===== src/bb3_pkg.sv =====
// ----------------------------------------------------------------------------
// bb3_pkg
// Types, constants and helpers of the 3x3 box blur stream.
// ----------------------------------------------------------------------------
package bb3_pkg;

    localparam int DEF_MAX_WIDTH = 1024;
    localparam int HEIGHT_LIMIT  = 4096;

    localparam int CFG_W_BITS = 11;
    localparam int CFG_H_BITS = 13;
    localparam int PIX_BITS   = 24;

    localparam logic [CFG_W_BITS-1:0] WIDTH_RESET  = 11'd1024;
    localparam logic [CFG_H_BITS-1:0] HEIGHT_RESET = 13'd1024;

    // register indexes
    localparam logic CFG_IDX_WIDTH  = 1'b0;
    localparam logic CFG_IDX_HEIGHT = 1'b1;

    // item command codes
    localparam logic CMD_PIXEL = 1'b0;
    localparam logic CMD_DRAIN = 1'b1;

    typedef struct packed {
        logic capture;
        logic shift;
        logic sum;
        logic mul;
        logic load;
    } t_bb3_cmd;

    typedef struct packed {
        logic pend_zero;
        logic emit_now;
        logic out_free;
    } t_bb3_status;

    // floor(65536 / (2*count)) for the legal neighbour counts
    function automatic logic [15:0] bb3_recip(input logic [3:0] cnt);
        logic [15:0] m;
        case (cnt)
            4'd1:    m = 16'd32768;
            4'd2:    m = 16'd16384;
            4'd3:    m = 16'd10922;
            4'd4:    m = 16'd8192;
            4'd6:    m = 16'd5461;
            4'd9:    m = 16'd3640;
            default: m = 16'd0;
        endcase
        return m;
    endfunction

endpackage


===== src/bb3_ctrl.sv =====
// ----------------------------------------------------------------------------
// bb3_ctrl
// Sequencer: accept, window shift, sum, reciprocal multiply, output load.
// ----------------------------------------------------------------------------
module bb3_ctrl
    import bb3_pkg::*;
(
    input  logic        i_clk,
    input  logic        i_rst_n,
    input  logic        i_valid,
    input  logic        i_cmd,
    output logic        o_stall,
    input  t_bb3_status i_status,
    output t_bb3_cmd    o_cmd
);

    typedef enum logic [2:0] {
        S_IDLE,
        S_SHIFT,
        S_SUM,
        S_MUL,
        S_OUT
    } t_state;

    t_state r_state, n_state;

    always_comb begin
        o_cmd   = '0;
        n_state = r_state;
        case (r_state)
            S_IDLE: begin
                // a drain with nothing owed is taken and dropped
                if (i_valid && !(i_cmd == CMD_DRAIN && i_status.pend_zero)) begin
                    o_cmd.capture = 1'b1;
                    n_state       = S_SHIFT;
                end
            end
            S_SHIFT: begin
                o_cmd.shift = 1'b1;
                n_state     = i_status.emit_now ? S_SUM : S_IDLE;
            end
            S_SUM: begin
                o_cmd.sum = 1'b1;
                n_state   = S_MUL;
            end
            S_MUL: begin
                o_cmd.mul = 1'b1;
                n_state   = S_OUT;
            end
            S_OUT: begin
                if (i_status.out_free) begin
                    o_cmd.load = 1'b1;
                    n_state    = S_IDLE;
                end
            end
            default: n_state = S_IDLE;
        endcase
    end

    assign o_stall = (r_state != S_IDLE);

    always_ff @(posedge i_clk) begin
        if (!i_rst_n) begin
            r_state <= S_IDLE;
        end else begin
            r_state <= n_state;
        end
    end

endmodule


===== config.mk =====
export PLATFORM = sky130hd
export DESIGN_NAME = bb3_ctrl
export DESIGN_NICKNAME = d
export VERILOG_FILES = /design/src/bb3_pkg.sv /design/src/bb3_ctrl.sv
export SDC_FILE = /design/constraint.sdc
export NUM_CORES = 1
export LEC_CHECK = 0
export BUFFER_PORTS_ARGS = -buffer_cell sky130_fd_sc_hd__buf_2
export CAP_MARGIN = 30
export CORE_AREA = 2 2 39 41
export CTS_BUF_LIST = sky130_fd_sc_hd__clkbuf_2 sky130_fd_sc_hd__clkbuf_4 sky130_fd_sc_hd__clkbuf_8
export DETAILED_ROUTE_END_ITERATION = 7
export DIE_AREA = 0 0 41 43
export GPL_TIMING_DRIVEN = 0
export PLACE_DENSITY_LB_ADDON = 0.3
export SYNTH_ARGS = -nofsm -noshare
export SYNTH_HDL_FRONTEND = slang
export SYNTH_SLANG_ARGS = --single-unit
export TNS_END_PERCENT = 5

===== constraint.sdc =====
create_clock -name i_clk -period 2.5 [get_ports i_clk]
set_input_delay 0 -clock i_clk [delete_from_list [all_inputs] [get_ports i_clk]]
set_output_delay 0 -clock i_clk [all_outputs]
set_load 0.01 [all_outputs]

==> out/qor_table.md <==
| Group | Quantity | Value |
| --- | --- | --- |
| sta | Part of the cycle the worst path needs | 49.2% |
| power and ir drop | Power per standard cell area | 606 mW/mm2 |
| critical path | Crit. path cell count | 3 |
| die | Die X-Extent | 41 um |
| layout | Signed area change from the synthesized netlist to the final layout | 70.6% |
| synthesis | Cell count after synthesis | 19 |
| clocking | Clock latency at the later pin of the worst-skew pair | 230 ps |
| sta | Worst-Margin Slew | 240 ps |
| layout | Core occupancy in the finished layout | 21.0% |
| global route | Maximum number of pins on one net before global-route repair | 9 |
| sta | Normalized max-slew margin | 83.8% |
| synthesis | Synth top area share | 35.3% |
| sta | Setup repair after global routing missed its margin | false |
| worst hold path | Hold WC Path Type | input pin to register |
| critical path | CP endpoint kind | output port |
| clocking | Max H-tree Level | 1 |
| critical path | Total buffers and inverters traversed by the critical path | 1 |
| critical path | Critical Path, Cell by Cell | or3_4 -> nor2_2 -> buf_2 |
| clocking | Root Buffer | sky130_fd_sc_hd__clkbuf_4 |
| drt | Via density per instance | 3.77 |
| die | DIE AREA | 0.00176 mm2 |
| sta | Top achievable clock speed | 0.813 GHz |
| synthesis | Largest cells by area after synthesis | sky130_fd_sc_hd__dfxtp_1, sky130_fd_sc_hd__nand2b_1, sky130_fd_sc_hd__or3_4, sky130_fd_sc_hd__a21bo_2, sky130_fd_sc_hd__and3b_2 |
| synthesis | Async SR Flop Fraction | 0% |
| drt | Final routed wirelength across all metal layers | 415 um |
| layout | Largest registers ranked by flip-flop count | r_state: 3 flops |
| clocking | TritonCTS buffer count | 3 |
| layout | Post-Layout Inst Area | 290 um2 |
| place | Worst slack, placed | 1510 ps |
| global route | Global Route Usage Sum | 6.03% |
| drt | First drt pass iteration count | 1 |
| layout | Diodes inserted | 0 |
| layout | Fraction of final layout cells sized beyond drive strength 1 | 55.6% |
| sta | Slew Limit Fails | 0 |
| critical path | R2R Path End | r_state[2] |
| sta | Setup skew after layout | 2.14 ps |
| place | HPWL after detailed placement | 305 um |
| synthesis | Top cell types by occurrence after synthesis | sky130_fd_sc_hd__dfxtp_1, sky130_fd_sc_hd__nand2b_1 |
| sta | Final hold slack | 44.7 ps |
| layout | Number of filler instances in the final layout | 159 |
| critical path | CP max FO | 8 |
| die | IO Count | 13 |
| clocking | Clock input transition at the sequential cells of the worst setup and hold paths | 40 ps |
| place | Quantity of I/O buffers inserted on ports | 12 |
| global route | Total global routing overflow | 0 |
| sta | Setup tns final | 0 ps |
| synthesis | Cell type with the highest aggregate area in the netlist | sky130_fd_sc_hd__dfxtp_1 |
| worst hold path | Number of cells on the worst hold path | 3 |
| synthesis | Number of synthesized register bits | 3 |
| critical path | Crit start category | register |
| power and ir drop | Worst vdd ir | 0.219 mV |
| critical path | Category of the most critical setup path | register to output port |
| power and ir drop | Total power | 0.176 mW |
| clocking | Gates resized, CTS repair | 0 |
| layout | Finished Layout Cells | 52 |
| critical path | R2r setup slk | 1570 ps |
| place | Placer Congestion | 0.666 |
| sta | Final Hold Vio Count | 0 |
| status | Outcome | finished, final reports clean |
| synthesis | Warnings from Yosys | 0 |
| critical path | Number of cells traversed by the worst register-to-register path | 2 |
| place | Placed cell area | 250 um2 |
| synthesis | Sequential-to-total area share from yosys stat | 35.3% |
| die | Area of the core | 0.00138 mm2 |
| critical path | CP Data Required Time | 2500 ps |
| global route | Antenna violations before repair | 0 |
| clocking | Setup fix buffers added after clock tree synthesis | 0 |
| global route | Global-route wire length before repair | 662 um |
| critical path | Kind of cell adding the most delay to the critical path | simple AND/OR/NAND/NOR gates |
| synthesis | Number of distinct library cells after synthesis | 16 |
| synthesis | Area of the mapped netlist | 170 um2 |
| synthesis | Most used flip-flop cell after synthesis | sky130_fd_sc_hd__dfxtp_1 |
| clocking | Clk sink count | 3 |
| synthesis | Cell with the most instances after synthesis | sky130_fd_sc_hd__dfxtp_1 |
| run | Max cap viols | 0 |
| sta | Crit path setup slack, layout | 1270 ps |
| clocking | Clk buf depth | 2 |
| critical path | Crit Reg-Reg Startpoint | r_state[2] |
| power and ir drop | Pleak | 0.140 nW |
| critical path | Worst path slowest cell | sky130_fd_sc_hd__or3_4 |
| critical path | Max incr delay on CP | 410 ps |
| sta | Setup violations, final | 0 |
| die | Die height | 43 um |
| critical path | CP arrival | 1230 ps |
| synthesis | Nets in the synthesized netlist | 26 |
| global route | Vias in the first global route | 172 |
| die | Site Rows | 14 |
| clocking | Clock tree from TritonCTS | done |
| layout | Number of flip-flops in the largest register | 3 |
| drt | Antenna viol nets, final | 0 |
| sta | Time the worst path needs with I/O delays and setup | 1230 ps |
| layout | Register with the most flip-flops | r_state |
| drt | DRC violations left | 0 |
| layout | Number of nets in the final layout | 44 |
| worst hold path | Hold_sp | i_status[1] |
| synthesis | Post-Syn Area per Cell | 8.96 um2 |
| drt | Mean routed wirelength per cell | 7.98 um |
| drt | Violation count after the first detailed-routing iteration | 0 |
| drt | Vias after detailed routing | 196 |
| worst hold path | End of the worst hold path | r_state[1] |
| die | Initial cell density of the core | 12.3% |
| place | Number of cells in the design after placement | 47 |
| synthesis | Number of enable flip-flop cells after synthesis | 0 |
==> routing by layer <==
| metal | wire length [um] | track usage [%] | vias to the layer above |
|---|---|---|---|
| li1 | - | - | 102 |
| met1 | 188 | 8.06 | 82 |
| met2 | 157 | 6.25 | 12 |
| met3 | 70 | 3.14 | 0 |
| met4 | 0 | 6.00 | 0 |
| met5 | 0 | 0 | - |
==> worst max path at each step <==
stage,from,end,slack [ps]
floorplan,r_state[1],o_cmd[4],1590
global placement,r_state[1],o_cmd[4],1510
detailed placement,r_state[1],o_cmd[4],1510
CTS,r_state[1],o_cmd[4],1250
global route,r_state[1],o_cmd[4],1200
finish,r_state[1],o_cmd[4],1270
==> kinds of logic (layout without fill, tap and decap cells) <==
kind of cell / count (synthesis) / count (layout) / synth area share, %
AOI/OAI and AO/OA: 4 / 4 / 17.6
buffers and inverters: 1 / 18 / 2.20
DFF: 3 / 3 / 35.3
and+or+nand+nor: 11 / 11 / 44.9
==> worst min-delay path: stages <==
cell                       delay, ps
sky130_fd_sc_hd__buf_2            90
sky130_fd_sc_hd__nand3b_1         70
sky130_fd_sc_hd__a21oi_1          60
==> final cells by class <==
type / count / area (um2) / area share, %
clock buffers: 4 / 30.0 / 10.3
inverters: 1 / 3.75 / 1.29
multi-input cells: 15 / 106 / 36.6
flip-flops and latches: 3 / 60.1 / 20.7
well taps: 16 / 20.0 / 6.90
repair buffers: 13 / 70.1 / 24.1
==> timing repair <==
| item | in CTS | in global routing |
|---|---|---|
| setup endpoints to repair | 0 | 0 |
| endpoints found under the hold margin | 1 | 0 |
| hold buffers | 1 | 0 |
==> layout by cell type, fill, tap and decap left out <==
master                           n
sky130_fd_sc_hd__buf_2          12
sky130_fd_sc_hd__o21a_1          1
sky130_fd_sc_hd__nor3b_1         1
sky130_fd_sc_hd__dlygate4sd3_1   1
sky130_fd_sc_hd__a21oi_1         1
sky130_fd_sc_hd__a21bo_2         1
sky130_fd_sc_hd__nand2b_1        2
sky130_fd_sc_hd__dfxtp_1         3
sky130_fd_sc_hd__nand2_1         1
sky130_fd_sc_hd__a211oi_1        1
sky130_fd_sc_hd__nand3b_1        1
sky130_fd_sc_hd__clkbuf_4        4
sky130_fd_sc_hd__and3b_2         1
sky130_fd_sc_hd__nor2_1          1
sky130_fd_sc_hd__inv_1           1
sky130_fd_sc_hd__nor3_1          1
sky130_fd_sc_hd__or3_4           1
sky130_fd_sc_hd__nor2_2          1
sky130_fd_sc_hd__nor4b_1         1
==> power by group <==
group	internal, mW	total (mW)	leakage (nW)	switching [mW]
clock	0.0706	0.0958	0.0184	0.0251
combinational	0.0152	0.0258	0.0969	0.0106
sequential	0.0504	0.0543	0.0245	0.00394
total	0.136	0.176	0.140	0.0396
(Power assumes the default switching activity.)
